File: src/hw/rtl/pnmg_pkg.sv
// Types, codes and constants shared by the PNM stream to gray decoder
package pnmg_pkg;

  // dimension limit and accumulator sizing
  localparam int unsigned DimBits = 16;
  localparam int unsigned AccW    = ((DimBits > 16) ? DimBits : 16) + 1;
  localparam logic [AccW-1:0] DimMax  = AccW'((64'd1 << DimBits) - 64'd1);
  localparam logic [AccW-1:0] AccCap  = AccW'(64'd1 << (AccW - 1));
  localparam logic [AccW-1:0] MaxByte = AccW'(255);
  localparam logic [AccW-1:0] MaxWord = AccW'(65535);

  // header characters
  localparam logic [7:0] ChNul   = 8'h00;
  localparam logic [7:0] ChNl    = 8'h0A;
  localparam logic [7:0] ChSpace = 8'h20;
  localparam logic [7:0] ChHash  = 8'h23;
  localparam logic [7:0] Ch0     = 8'h30;
  localparam logic [7:0] Ch4     = 8'h34;
  localparam logic [7:0] Ch5     = 8'h35;
  localparam logic [7:0] Ch6     = 8'h36;
  localparam logic [7:0] Ch9     = 8'h39;
  localparam logic [7:0] ChP     = 8'h50;

  // result status codes
  localparam logic [2:0] StPixel  = 3'd0;
  localparam logic [2:0] StFormat = 3'd1;
  localparam logic [2:0] StMax    = 3'd2;
  localparam logic [2:0] StTrunc  = 3'd3;
  localparam logic [2:0] StOver   = 3'd4;

  typedef enum logic [1:0] {
    PhHeader,
    PhBody,
    PhWait
  } phase_e;

  typedef enum logic [2:0] {
    LnStart,
    LnAfterP,
    LnScan,
    LnNum,
    LnSkip
  } line_e;

  typedef enum logic [1:0] {
    FmtNone,
    FmtP4,
    FmtP5,
    FmtP6
  } fmt_e;

  typedef struct packed {
    logic [7:0] in_byte;
    logic       end_of_stream;
  } in_req_t;

  typedef struct packed {
    logic [7:0]  gray_pixel;
    logic        row_end;
    logic        frame_end;
    logic [2:0]  status;
    logic [15:0] image_width;
    logic [15:0] image_height;
  } out_req_t;

endpackage

File: src/hw/rtl/pnm_stream_to_gray_decoder.sv
// PNM byte stream header parser and body to 8-bit gray converter
//
//  channel | direction | handshake                | request
//  --------+-----------+--------------------------+---------------------------
//  in      | input     | in_valid_i / in_stall_o  | in_req_i  (one file byte)
//  out     | output    | out_valid_o / out_stall_i| out_req_o (pixel or error)
//
// Header bytes and P5/P6 body bytes flow at one per cycle while the output register is not stalled.
// A P4 byte yields up to eight pixels, msb first, in the bit unpacker and is held until its last one is out.
// End of stream inside the body can hold the final byte for a separate truncated result.
// Reset and every end_of_stream byte return the parser to the start of a header.
// The result sits in an output register; a new byte enters in the cycle the held one finishes.
module pnm_stream_to_gray_decoder (
  input  logic               clk_i,
  input  logic               rst_ni,
  input  logic               in_valid_i,
  output logic               in_stall_o,
  input  pnmg_pkg::in_req_t  in_req_i,
  output logic               out_valid_o,
  input  logic               out_stall_i,
  output pnmg_pkg::out_req_t out_req_o
);

  localparam int unsigned AccW    = pnmg_pkg::AccW;
  localparam int unsigned DimBits = pnmg_pkg::DimBits;

  // held input request
  logic              hold_valid_q, hold_valid_d;
  pnmg_pkg::in_req_t hold_q;
  logic              hold_take, hold_done;

  // parser state
  pnmg_pkg::phase_e  phase_q, phase_d;
  pnmg_pkg::line_e   line_q, line_d;
  pnmg_pkg::fmt_e    fmt_q, fmt_d;
  logic [1:0]        pcnt_q, pcnt_d;
  logic [AccW-1:0]   acc_q, acc_d;
  logic [AccW-1:0]   width_q, width_d;
  logic [AccW-1:0]   height_q, height_d;
  logic [AccW-1:0]   max_q, max_d;
  logic [DimBits-1:0] col_q, col_d;
  logic [DimBits-1:0] row_q, row_d;
  logic [2:0]        bip_q, bip_d;
  logic [9:0]        csum_q, csum_d;
  logic [2:0]        bit_q, bit_d;
  logic              trunc_q, trunc_d;

  // output register
  logic               out_valid_q, out_valid_d;
  pnmg_pkg::out_req_t out_q, out_d;
  logic               out_free;

  // per-cycle decode
  logic [7:0]      ch;
  logic            eos;
  logic            is_digit;
  logic [AccW+3:0] prod;
  logic [AccW-1:0] acc_next;
  logic            wide;
  logic [2:0]      p6_step, p6_last;
  logic [9:0]      csum_n;
  logic            pix_re, pix_fe;
  logic            pix_take;
  logic [7:0]      pix_val;
  logic            fail_fmt, store, eol, do_scan, hdr_done, clear;
  logic            emit, res_row, res_frame;
  logic [7:0]      res_gray;
  logic [2:0]      res_stat;
  logic [15:0]     res_w, res_h;

  assign ch  = hold_q.in_byte;
  assign eos = hold_q.end_of_stream;
  assign is_digit = ch inside {[pnmg_pkg::Ch0 : pnmg_pkg::Ch9]};

  // decimal accumulate with saturation
  assign prod = {1'b0, acc_q, 3'b000} + {3'b000, acc_q, 1'b0} + (AccW+4)'(ch[3:0]);
  assign acc_next = (prod > (AccW+4)'(pnmg_pkg::AccCap)) ? pnmg_pkg::AccCap : prod[AccW-1:0];

  // color sample sequencing
  assign wide    = (max_q == pnmg_pkg::MaxWord);
  assign p6_step = wide ? 3'd2 : 3'd1;
  assign p6_last = wide ? 3'd5 : 3'd2;

  always_comb begin
    csum_n = csum_q;
    if (bip_q == 3'd0) begin
      csum_n = {2'b00, ch};
    end else if (bip_q == p6_step) begin
      csum_n = csum_q + {1'b0, ch, 1'b0};
    end else if (bip_q == {p6_step[1:0], 1'b0}) begin
      csum_n = csum_q + {2'b00, ch};
    end
  end

  // row and frame end of the next pixel
  assign pix_re = (AccW'(col_q) + AccW'(1)) >= width_q;
  assign pix_fe = pix_re && ((AccW'(row_q) + AccW'(1)) >= height_q);

  assign out_free   = !out_valid_q || !out_stall_i;
  assign in_stall_o = hold_valid_q && !hold_done;
  assign hold_take  = in_valid_i && !in_stall_o;

  // next state of the parser and the held request
  always_comb begin
    phase_d  = phase_q;
    line_d   = line_q;
    fmt_d    = fmt_q;
    pcnt_d   = pcnt_q;
    acc_d    = acc_q;
    width_d  = width_q;
    height_d = height_q;
    max_d    = max_q;
    col_d    = col_q;
    row_d    = row_q;
    bip_d    = bip_q;
    csum_d   = csum_q;
    bit_d    = bit_q;
    trunc_d  = trunc_q;
    hold_done = 1'b0;
    clear     = 1'b0;
    emit      = 1'b0;
    res_gray  = 8'h00;
    res_row   = 1'b0;
    res_frame = 1'b0;
    res_stat  = pnmg_pkg::StPixel;
    fail_fmt  = 1'b0;
    store     = 1'b0;
    eol       = 1'b0;
    do_scan   = 1'b0;
    hdr_done  = 1'b0;
    pix_take  = 1'b0;
    pix_val   = 8'h00;

    if (hold_valid_q && out_free) begin
      if (trunc_q) begin
        // truncated result after the last pixels of the final byte
        emit      = 1'b1;
        res_frame = 1'b1;
        res_stat  = pnmg_pkg::StTrunc;
        clear     = 1'b1;
        hold_done = 1'b1;
      end else begin
        case (phase_q)
          pnmg_pkg::PhHeader: begin
            hold_done = 1'b1;
            // header byte by line position
            case (line_q)
              pnmg_pkg::LnStart: begin
                if (ch == pnmg_pkg::ChHash) begin
                  line_d = pnmg_pkg::LnSkip;
                end else if (ch == pnmg_pkg::ChP && fmt_q == pnmg_pkg::FmtNone) begin
                  line_d = pnmg_pkg::LnAfterP;
                end else begin
                  do_scan = 1'b1;
                end
              end
              pnmg_pkg::LnAfterP: begin
                if (ch == pnmg_pkg::Ch4) begin
                  fmt_d  = pnmg_pkg::FmtP4;
                  line_d = pnmg_pkg::LnScan;
                end else if (ch == pnmg_pkg::Ch5) begin
                  fmt_d  = pnmg_pkg::FmtP5;
                  line_d = pnmg_pkg::LnScan;
                end else if (ch == pnmg_pkg::Ch6) begin
                  fmt_d  = pnmg_pkg::FmtP6;
                  line_d = pnmg_pkg::LnScan;
                end else begin
                  fail_fmt = 1'b1;
                end
              end
              pnmg_pkg::LnScan: begin
                do_scan = 1'b1;
              end
              pnmg_pkg::LnNum: begin
                if (is_digit) begin
                  acc_d = acc_next;
                end else begin
                  store = 1'b1;
                  if (ch == pnmg_pkg::ChNl) begin
                    eol = 1'b1;
                  end else if (ch == pnmg_pkg::ChNul || pcnt_q >= 2'd2) begin
                    line_d = pnmg_pkg::LnSkip;
                  end else begin
                    line_d = pnmg_pkg::LnScan;
                  end
                end
              end
              default: begin
                if (ch == pnmg_pkg::ChNl) begin
                  eol = 1'b1;
                end else begin
                  line_d = pnmg_pkg::LnSkip;
                end
              end
            endcase

            // blanks, digits and anything else between fields
            if (do_scan) begin
              if (ch == pnmg_pkg::ChNl) begin
                eol = 1'b1;
              end else if (ch == pnmg_pkg::ChSpace) begin
                line_d = pnmg_pkg::LnScan;
              end else if (is_digit && pcnt_q != 2'd3) begin
                acc_d  = AccW'(ch[3:0]);
                line_d = pnmg_pkg::LnNum;
              end else begin
                line_d = pnmg_pkg::LnSkip;
              end
            end

            if (fail_fmt) begin
              emit      = 1'b1;
              res_frame = 1'b1;
              res_stat  = pnmg_pkg::StFormat;
              phase_d   = pnmg_pkg::PhWait;
            end else begin
              // number complete, by delimiter or by end of stream
              if (store || (eos && line_d == pnmg_pkg::LnNum)) begin
                case (pcnt_q)
                  2'd0:    width_d  = acc_d;
                  2'd1:    height_d = acc_d;
                  2'd2:    max_d    = acc_d;
                  default: ;
                endcase
                if (pcnt_q != 2'd3) begin
                  pcnt_d = pcnt_q + 2'd1;
                end
                acc_d = '0;
              end
              if (eol || eos) begin
                line_d = pnmg_pkg::LnStart;
              end
              hdr_done = (pcnt_d == 2'd3) || (fmt_d == pnmg_pkg::FmtP4 && pcnt_d >= 2'd2);

              // header checks at the end of the closing line
              if ((eol || eos) && hdr_done) begin
                if (fmt_d == pnmg_pkg::FmtNone) begin
                  emit      = 1'b1;
                  res_frame = 1'b1;
                  res_stat  = pnmg_pkg::StFormat;
                  phase_d   = pnmg_pkg::PhWait;
                end else if (fmt_d != pnmg_pkg::FmtP4 && max_d != pnmg_pkg::MaxByte &&
                             max_d != pnmg_pkg::MaxWord) begin
                  emit      = 1'b1;
                  res_frame = 1'b1;
                  res_stat  = pnmg_pkg::StMax;
                  phase_d   = pnmg_pkg::PhWait;
                end else if (width_d > pnmg_pkg::DimMax || height_d > pnmg_pkg::DimMax) begin
                  emit      = 1'b1;
                  res_frame = 1'b1;
                  res_stat  = pnmg_pkg::StOver;
                  phase_d   = pnmg_pkg::PhWait;
                end else if (width_d == '0 || height_d == '0) begin
                  phase_d = pnmg_pkg::PhWait;
                end else begin
                  phase_d = pnmg_pkg::PhBody;
                  col_d   = '0;
                  row_d   = '0;
                  bip_d   = '0;
                  csum_d  = '0;
                  if (eos) begin
                    emit      = 1'b1;
                    res_frame = 1'b1;
                    res_stat  = pnmg_pkg::StTrunc;
                  end
                end
              end else if (eos) begin
                emit      = 1'b1;
                res_frame = 1'b1;
                res_stat  = pnmg_pkg::StTrunc;
              end
            end
            clear = eos;
          end

          pnmg_pkg::PhBody: begin
            if (fmt_q == pnmg_pkg::FmtP4) begin
              // bit unpacker, one pixel per cycle while the output is free, msb first
              if (eos && bit_q == 3'd7 && !pix_fe) begin
                emit      = 1'b1;
                res_frame = 1'b1;
                res_stat  = pnmg_pkg::StTrunc;
                clear     = 1'b1;
                hold_done = 1'b1;
              end else begin
                pix_take = 1'b1;
                pix_val  = ch[3'd7 - bit_q] ? 8'h00 : 8'hFF;
                if (pix_re || pix_fe || bit_q == 3'd7) begin
                  bit_d = '0;
                  if (eos && !pix_fe) begin
                    trunc_d = 1'b1;
                  end else begin
                    hold_done = 1'b1;
                    clear     = eos;
                  end
                end else begin
                  bit_d = bit_q + 3'd1;
                end
              end
            end else begin
              if (fmt_q == pnmg_pkg::FmtP5) begin
                // gray samples, high byte only when wide
                if (!wide) begin
                  pix_take = 1'b1;
                  pix_val  = ch;
                end else if (bip_q == 3'd0) begin
                  csum_d = {2'b00, ch};
                  bip_d  = 3'd1;
                end else begin
                  bip_d    = '0;
                  pix_take = 1'b1;
                  pix_val  = csum_q[7:0];
                end
              end else begin
                // color samples, weighted r + 2g + b
                csum_d = csum_n;
                if (bip_q >= p6_last) begin
                  bip_d    = '0;
                  pix_take = 1'b1;
                  pix_val  = csum_n[9:2];
                end else begin
                  bip_d = bip_q + 3'd1;
                end
              end
              if (eos && !(pix_take && pix_fe)) begin
                if (pix_take) begin
                  trunc_d = 1'b1;
                end else begin
                  emit      = 1'b1;
                  res_frame = 1'b1;
                  res_stat  = pnmg_pkg::StTrunc;
                  clear     = 1'b1;
                  hold_done = 1'b1;
                end
              end else begin
                hold_done = 1'b1;
                clear     = eos;
              end
            end

            // pixel result and raster position
            if (pix_take) begin
              emit      = 1'b1;
              res_gray  = pix_val;
              res_row   = pix_re;
              res_frame = pix_fe;
              res_stat  = pnmg_pkg::StPixel;
              if (pix_re) begin
                col_d = '0;
                row_d = row_q + DimBits'(1);
              end else begin
                col_d = col_q + DimBits'(1);
              end
              if (pix_fe) begin
                phase_d = pnmg_pkg::PhWait;
              end
            end
          end

          default: begin
            hold_done = 1'b1;
            clear     = eos;
          end
        endcase
      end
    end

    res_w = width_d[15:0];
    res_h = height_d[15:0];

    if (hold_done) begin
      bit_d   = '0;
      trunc_d = 1'b0;
    end

    // rearm after the final byte
    if (clear) begin
      phase_d  = pnmg_pkg::PhHeader;
      line_d   = pnmg_pkg::LnStart;
      fmt_d    = pnmg_pkg::FmtNone;
      pcnt_d   = '0;
      acc_d    = '0;
      width_d  = '0;
      height_d = '0;
      max_d    = '0;
      col_d    = '0;
      row_d    = '0;
      bip_d    = '0;
      csum_d   = '0;
    end

    hold_valid_d = hold_take ? 1'b1 : (hold_done ? 1'b0 : hold_valid_q);
  end

  // result request and output register load
  always_comb begin
    out_d.gray_pixel   = res_gray;
    out_d.row_end      = res_row;
    out_d.frame_end    = res_frame;
    out_d.status       = res_stat;
    out_d.image_width  = res_w;
    out_d.image_height = res_h;
    out_valid_d = out_free ? emit : out_valid_q;
  end

  // control state
  always_ff @(posedge clk_i or negedge rst_ni) begin
    if (!rst_ni) begin
      hold_valid_q <= 1'b0;
      out_valid_q  <= 1'b0;
      phase_q      <= pnmg_pkg::PhHeader;
      line_q       <= pnmg_pkg::LnStart;
      fmt_q        <= pnmg_pkg::FmtNone;
      pcnt_q       <= '0;
      acc_q        <= '0;
      width_q      <= '0;
      height_q     <= '0;
      max_q        <= '0;
      col_q        <= '0;
      row_q        <= '0;
      bip_q        <= '0;
      csum_q       <= '0;
      bit_q        <= '0;
      trunc_q      <= 1'b0;
    end else begin
      hold_valid_q <= hold_valid_d;
      out_valid_q  <= out_valid_d;
      phase_q      <= phase_d;
      line_q       <= line_d;
      fmt_q        <= fmt_d;
      pcnt_q       <= pcnt_d;
      acc_q        <= acc_d;
      width_q      <= width_d;
      height_q     <= height_d;
      max_q        <= max_d;
      col_q        <= col_d;
      row_q        <= row_d;
      bip_q        <= bip_d;
      csum_q       <= csum_d;
      bit_q        <= bit_d;
      trunc_q      <= trunc_d;
    end
  end

  // payload registers
  always_ff @(posedge clk_i) begin
    if (hold_take) begin
      hold_q <= in_req_i;
    end
    if (out_free && emit) begin
      out_q <= out_d;
    end
  end

  assign out_valid_o = out_valid_q;
  assign out_req_o   = out_q;

`ifndef SYNTH
  // body is entered only with a nonempty image
  a_body_dims: assert property (@(posedge clk_i) disable iff (!rst_ni)
    phase_q == pnmg_pkg::PhBody |-> (width_q != '0) && (height_q != '0))
    else $error("body phase with empty image");

  // raster column stays inside the row
  a_col_range: assert property (@(posedge clk_i) disable iff (!rst_ni)
    phase_q == pnmg_pkg::PhBody |-> AccW'(col_q) < width_q)
    else $error("column past image width");

  // pending truncated result belongs to a held body byte
  a_trunc_ctx: assert property (@(posedge clk_i) disable iff (!rst_ni)
    trunc_q |-> hold_valid_q && phase_q == pnmg_pkg::PhBody)
    else $error("truncated result pending outside body");

  // unpacker mid-byte only for bitmap bodies
  a_bit_ctx: assert property (@(posedge clk_i) disable iff (!rst_ni)
    bit_q != 3'd0 |-> hold_valid_q && fmt_q == pnmg_pkg::FmtP4 &&
                      phase_q == pnmg_pkg::PhBody)
    else $error("bit index set outside bitmap body");
`endif

endmodule
File: config.mk
export PLATFORM = sky130hd
export DESIGN_NAME = pnm_stream_to_gray_decoder
export DESIGN_NICKNAME = d
export VERILOG_FILES = /design/src/hw/rtl/pnmg_pkg.sv /design/src/hw/rtl/pnm_stream_to_gray_decoder.sv
export SDC_FILE = /design/constraint.sdc
export NUM_CORES = 1
export LEC_CHECK = 0
export ABC_CLOCK_PERIOD_IN_PS = 7800
export BUFFER_PORTS_ARGS = -buffer_cell sky130_fd_sc_hd__buf_2
export CAP_MARGIN = 10
export CORE_MARGIN = 2
export CORE_UTILIZATION = 40
export CTS_CLUSTER_DIAMETER = 30
export DETAILED_ROUTE_END_ITERATION = 8
export GPL_ROUTABILITY_DRIVEN = 0
export MAX_ROUTING_LAYER = met4
export PLACE_DENSITY_LB_ADDON = 0.1
export SYNTH_ARGS = -nofsm -noshare
export SYNTH_HDL_FRONTEND = slang
export SYNTH_SLANG_ARGS = --single-unit
export TNS_END_PERCENT = 10
File: constraint.sdc
create_clock -name clk_i -period 7.8 [get_ports clk_i]
set_clock_uncertainty 0.2 [all_clocks]
set_input_delay 0.78 -clock clk_i [delete_from_list [all_inputs] [get_ports clk_i]]
set_output_delay 0.78 -clock clk_i [all_outputs]
set_load 0.005 [all_outputs]
==> results of run 1 <==
[power breakdown]
group          internal, mW  switching (mW)
sequential             1.04          0.0432
combinational         0.108           0.238
clock                 0.463           0.449
[sequential cells by signal, indices dropped and copies added, names as in the netlist]
name	cells
acc_q	17
bip_q	3
bit_q	3
ch	8
col_q	16
csum_q	10
eos	1
fmt_q	2
height_q	17
hold_valid_q	1
line_q	3
max_q	17
out_req_o	45
out_valid_o	1
pcnt_q	2
phase_q	2
row_q	16
trunc_q	1
width_q	17
[layout make-up]
cell class                      instances  share of cell area, %
Sequential cell                       182                   34.0
Inverter                               77                   2.04
Clock buffer                           17                   3.00
Tap cell                              402                   3.55
Timing Repair Buffer                   79                   3.19
Multi-Input combinational cell       1100                   52.9
Clock inverter                         15                   1.31
[worst max path at each step]
stage / startpoint / end / depth (start not counted)
2_1_floorplan: ch[3]$_DFFE_PP_ / out_req_o[0]$_DFFE_PP_ / 19
3_3_place_gp: ch[3]$_DFFE_PP_ / out_req_o[13]$_DFFE_PP_ / 18
3_5_place_dp: ch[3]$_DFFE_PP_ / out_req_o[13]$_DFFE_PP_ / 18
4_1_cts: ch[3]$_DFFE_PP_ / out_req_o[31]$_DFFE_PP_ / 18
5_1_grt: ch[3]$_DFFE_PP_ / col_q[0]$_DFFE_PN0P_ / 18
6_report: ch[3]$_DFFE_PP_ / out_req_o[29]$_DFFE_PP_ / 18
[layer usage]
layer | share of wire [%] | GRT usage [%] | vias to the layer above
met3 | 3.8 | 3.07 | 45
met2 | 47 | 37.5 | 278
met5 | 0 | - | -
met1 | 47 | 32.6 | 5336
met4 | 1.8 | 5.82 | 0
li1 | - | - | 5303
[cells by family after synthesis]
kind of cell | Yosys count | synth area share (%)
XOR/XNOR | 52 | 3.54
flip-flops | 182 | 37.5
adder cells (fa/ha/maj) | 96 | 9.56
AO/OA/AOI/OAI | 375 | 20.3
AND/OR/NAND/NOR | 537 | 21.1
buffers and inverters | 143 | 4.50
multiplexers | 40 | 3.55
[metrics by stage]
step | instances | area [µm²] | util (%)
after global placement | 1840 | 13600 | 42.9
final | 1872 | 14200 | 44.8
after CTS | 1872 | 14200 | 44.8
after detailed placement | 1840 | 13600 | 42.9
after global routing | 1872 | 14200 | 44.8
after floorplan | 1425 | 12900 | -
[placed cells by master, fill, tap and decap left out, types with 12 or more instances in the layout]
| master | instances |
|---|---|
| nand2b_1 | 25 |
| clkbuf_16 | 17 |
| a21o_1 | 23 |
| ha_1 | 92 |
| o21ai_1 | 12 |
| buf_4 | 20 |
| a21oi_1 | 108 |
| and2_1 | 49 |
| xor2_1 | 16 |
| xnor2_1 | 36 |
| inv_1 | 76 |
| nor4_1 | 19 |
| dfrtp_1 | 128 |
| and3_1 | 25 |
| a211oi_1 | 15 |
| edfxtp_1 | 54 |
| buf_2 | 58 |
| a22o_1 | 23 |
| a31oi_1 | 12 |
| mux2_2 | 21 |
| o21ai_0 | 58 |
| nor2_1 | 107 |
| mux2i_1 | 16 |
| o22ai_1 | 16 |
| nand2_1 | 140 |
| nand4_1 | 19 |
| nor3_1 | 39 |
| nand3_1 | 49 |
==> flow_metrics.env, run 1 <==
export IMPL_yosys_register_bits=182
export IMPL_required_ns=7.74
export IMPL_period_share_pct=89.3
export IMPL_r2r_end="out_req_o[29]$_DFFE_PP_"
export IMPL_post_synth_top_count_cell="nand2_1"
export IMPL_yosysTopAreaCellShare_pct=24.9
export IMPL_pre_cts_ws_ns=0.984
export IMPL_die_w_um=183
export IMPL_maxSlewViolCount=0
export IMPL_pin_count=60
export IMPL_dr_first_iter_drc_count=926
export IMPL_worstPathArrival_ns=6.91
export IMPL_synth_area_per_cell_um2=9.04
export IMPL_netlist_area_um2=12900
export IMPL_dr_pass1_iters=5
export IMPL_track_usage_pct=23.8
export IMPL_die_area_um2=33600
export IMPL_dp_hpwl_um=27600
export IMPL_fill_cells=3072
export IMPL_numPortBuffers=59
export IMPL_detail_route_wl_per_cell_um=20.3
export IMPL_path_max_fanout=35
export IMPL_ir_drop_mv=0.135
export IMPL_ys_flop_type="dfrtp_1"
export IMPL_async_reset_ff_share_pct=70.3
export IMPL_timing_final_ws_setup_ns=0.831
export IMPL_drc=0
export IMPL_multi_input_area_um2=7490
export IMPL_yosys_area_top_type="dfrtp_1"
export IMPL_drive_gt1_share_pct=11.8
export IMPL_cts_resized=0
export IMPL_wl_um=38100
export IMPL_timing_hold_ws_ns=0.209
export IMPL_rrSetupSlack_ns=0.83
export IMPL_rows=65
export IMPL_clk_path_buf_depth=2
export IMPL_crit_family="simple AND/OR/NAND/NOR gates"
export IMPL_max_cap_viol_count=0
export IMPL_grt_pass1_wl_um=60700
export IMPL_grt_max_degree=84
export IMPL_slew_headroom_pct=32.0
export IMPL_powerDensity_nw_per_um2=165
export IMPL_synthTopCellsByArea="dfrtp_1 25%, edfxtp_1 13%, ha_1 8.9%, a21oi_1 4.2%, nand2_1 4.1%"
export IMPL_synth_edf_count=54
export IMPL_grt_overflow_total=0
export IMPL_areaGrowthSynthToFinish_pct=10.1
export IMPL_worst_skew_pair_late_latency_ns=0.45
export IMPL_yosysUniqueCellTypes=93
export IMPL_syn_inst=1425
export IMPL_clock_sinks=182
export IMPL_clkTransAtPathRegs_ns=0.08
export IMPL_reg2reg_from="ch[3]$_DFFE_PP_"
export IMPL_leakage_nw=6.09
export IMPL_seqCellArea_um2=4820
export IMPL_endpoint_kind="flip-flop"
export IMPL_finalSetupViolCount=0
export IMPL_layout_min_cycle_time_ns=6.97
export IMPL_vias_per_cell=5.86
export IMPL_worstSetupPathType="reg -> reg"
export IMPL_cts_tree="yes"
export IMPL_antenna_found_initial=0
export IMPL_min_path_type="in -> async"
export IMPL_startpoint_type="flip-flop"
export IMPL_core_um2=31600
export IMPL_postCtsSetupBuffers=0
export IMPL_cts_buffers=17
export IMPL_cp_cell_sequence="inv_1 > fa_1 > inv_1 > fa_1 > a211oi_1 > o211ai_1 > and3_1 > or2_2 > mux2i_1 > or4_1 > o31ai_1 > and4_1 > nand4_1 > a31oi_1 > or2b_1 > o21ai_0 > nand2_2 > buf_4"
export IMPL_p_total_mw=2.34
export IMPL_crit_path_max_incr_delay_ns=0.78
export IMPL_crit_slowest_cell="o31ai_1"
export IMPL_critPathBufInv=3
export IMPL_antenna_left=0
export IMPL_ys_warn_count=0
export IMPL_setup_tns_ns=0
export IMPL_nNetsFinal=1566
export IMPL_reg2reg_depth=18
export IMPL_max_freq_mhz=143
export IMPL_syn_nets=1534
export IMPL_status="complete, no violations"
export IMPL_cts_htree_levels=4
export IMPL_cts_root_buf="clkbuf_16"
export IMPL_cts_hold_buffers_added=0
export IMPL_grt_setup_unrepaired="no"
export IMPL_grt_pass1_vias=10600
export IMPL_fp_dieH_um=183
export IMPL_start_util_pct=40.7
export IMPL_synth_common_cells="141 x nand2_1, 128 x dfrtp_1, 108 x a21oi_1"
export IMPL_ys_seq_area_share_pct=37.5
export IMPL_vias=11000
export IMPL_timing_final_hold_violations=0
export IMPL_antennaDiodeCount=0
export IMPL_worst_pin_slew_ns=1.02
No activity file was read; power rests on OpenSTA's default activity.
==> run 2, diff against run 1 <==
--- a/config.mk
+++ b/config.mk
@@ -5,7 +5,7 @@
 export SDC_FILE = /design/constraint.sdc
 export NUM_CORES = 1
 export LEC_CHECK = 0
-export ABC_CLOCK_PERIOD_IN_PS = 7800
+export ABC_CLOCK_PERIOD_IN_PS = 6000
 export BUFFER_PORTS_ARGS = -buffer_cell sky130_fd_sc_hd__buf_2
 export CAP_MARGIN = 10
 export CORE_MARGIN = 2
@@ -15,6 +15,7 @@
 export GPL_ROUTABILITY_DRIVEN = 0
 export MAX_ROUTING_LAYER = met4
 export PLACE_DENSITY_LB_ADDON = 0.1
+export REMOVE_ABC_BUFFERS = 1
 export SYNTH_ARGS = -nofsm -noshare
 export SYNTH_HDL_FRONTEND = slang
 export SYNTH_SLANG_ARGS = --single-unit
==> constraint.sdc (replaced) <==
create_clock -name clk_i -period 6 [get_ports clk_i]
set_clock_uncertainty 0.2 [all_clocks]
set_input_delay 0.6 -clock clk_i [delete_from_list [all_inputs] [get_ports clk_i]]
set_output_delay 0.6 -clock clk_i [all_outputs]
set_load 0.005 [all_outputs]
==> flow_metrics.env, run 2 (synthesized netlist as in run 1, its figures left out) <==
export IMPL_status="complete, no violations"
export IMPL_start_util_pct=40.7
export IMPL_grt_setup_unrepaired="yes"
export IMPL_rows=65
export IMPL_worst_skew_pair_late_latency_ns=0.45
export IMPL_grt_busiest_layer="met2"
export IMPL_endpoint_kind="flip-flop"
export IMPL_dp_hpwl_um=28200
export IMPL_grt_pass1_vias=10800
export IMPL_vias=11100
export IMPL_clk_path_buf_depth=2
export IMPL_antennaDiodeCount=0
export IMPL_fp_dieH_um=183
export IMPL_track_usage_pct=23.9
export IMPL_max_cap_viol_count=0
export IMPL_core_um2=31600
export IMPL_timing_final_ws_setup_ns=0.243
export IMPL_maxSlewViolCount=0
export IMPL_nNetsFinal=1601
export IMPL_antenna_found_initial=0
export IMPL_grt_pass1_wl_um=61000
export IMPL_dr_first_iter_drc_count=929
export IMPL_grt_max_degree=82
export IMPL_areaGrowthSynthToFinish_pct=13.2
export IMPL_clkTransAtPathRegs_ns=0.08
export IMPL_worstSetupPathType="reg -> reg"
export IMPL_leakage_nw=6.31
export IMPL_cts_buffers=17
export IMPL_numPortBuffers=59
export IMPL_slew_headroom_pct=18.8
export IMPL_path_max_fanout=10
export IMPL_startpoint_type="flip-flop"
export IMPL_pre_cts_ws_ns=0.112
export IMPL_worstPathArrival_ns=5.89
export IMPL_cts_hold_buffers_added=0
export IMPL_dr_pass1_iters=5
export IMPL_clock_sinks=182
export IMPL_worst_pin_slew_ns=1.21
export IMPL_timing_final_hold_violations=0
export IMPL_grtUsageMet3_pct=2.69
export IMPL_ir_drop_mv=0.216
export IMPL_required_ns=6.14
export IMPL_grt_overflow_total=0
export IMPL_wl_um=38300
export IMPL_pin_count=60
export IMPL_cts_root_buf="clkbuf_16"
export IMPL_period_share_pct=95.9
export IMPL_detail_route_wl_per_cell_um=20.1
export IMPL_largest_register_ffs=45
export IMPL_cts_tree="yes"
export IMPL_p_total_mw=3.15
export IMPL_antenna_left=0
export IMPL_vias_per_cell=5.82
export IMPL_cts_htree_levels=4
export IMPL_powerDensity_nw_per_um2=216
export IMPL_die_w_um=183
export IMPL_layout_min_cycle_time_ns=5.76
export IMPL_min_path_type="in -> async"
export IMPL_use_met2_pct=37.4
export IMPL_final_area_um2=14600
export IMPL_place_area_um2=13800
export IMPL_drc=0
export IMPL_finalSetupViolCount=0
export IMPL_grt_use_met1_pct=33.0
export IMPL_max_freq_mhz=174
export IMPL_final_cell_mix="140 x nand2_1, 128 x dfrtp_1, 108 x a21oi_1"
export IMPL_die_area_um2=33600
export IMPL_layout_commonest_cell="nand2_1"
export IMPL_drive_gt1_share_pct=14.5
## run 2: path summary, 6_finish.rpt
path	start	slack [ns]	depth (start not counted)	to
worst max-delay path	acc_q[9]$_DFFE_PN0P_	0.24	17	csum_q[4]$_DFFE_PN0P_
worst min-delay path	rst_ni	0.003	1	acc_q[12]$_DFFE_PN0P_
worst max register to register	acc_q[9]$_DFFE_PN0P_	0.24	17	csum_q[4]$_DFFE_PN0P_
worst min register to register	max_q[7]$_DFFE_PN0P_	0.32	2	max_q[7]$_DFFE_PN0P_
max in group asynchronous	rst_ni	4.31	2	pcnt_q[0]$_DFFE_PN0P_
min in group clk_i	in_req_i[6]	0.12	1	ch[5]$_DFFE_PP_
## run 2: through the flow
stage	hold slack, ns	TNS [ns]	cells	utilization, %
floorplan	0.104	-31.90	1359	-
global placement	0.288	0	1874	43.7
detailed placement	0.310	0	1874	43.7
CTS	0.0584	0	1906	45.9
global route	0.0807	-0.00982	1907	46.1
finish	0.00314	0	1907	46.1
## run 2: repair_timing
item                       4_1_cts  5_1_grt
resized for setup                0       13
setup buffers                    0        1
setup endpoints to repair        0       88
## run 2: cell type report
cell class	instances	area (µm²)
clock inverter	15	251
fill	3039	17100
tap	402	503
clock buffer	17	425
inverter	77	289
sequential	182	4820
multi-input combinational	1100	7550
timing repair buffer	114	727
## run 2: power by group
group	internal [mW]	switching [mW]	leakage, nW
clock network	0.660	0.605	0.323
logic	0.153	0.322	3.69
registers	1.35	0.0532	2.30
## run 2: critical path, stage by stage, from the launching register on
cell	delay, ns
dfrtp_1	0.48
ha_1	0.33
ha_1	0.50
nand2_1	0.18
nor2_1	0.25
o2111ai_1	0.24
a2111oi_2	0.46
o221a_1	0.30
and4b_1	0.33
buf_4	0.18
a32oi_1	0.06
or4_1	0.51
a221oi_2	0.31
a2111oi_2	0.11
nand4b_1	0.33
buf_4	0.24
a32o_1	0.33
a32o_1	0.31
## run 2: per-layer routing
metal  vias up  part of all wire [%]
met5         -                     0
met1      5431                    48
met2       254                    47
met4         0                   1.8
met3        46                   3.6
li1       5361                     -
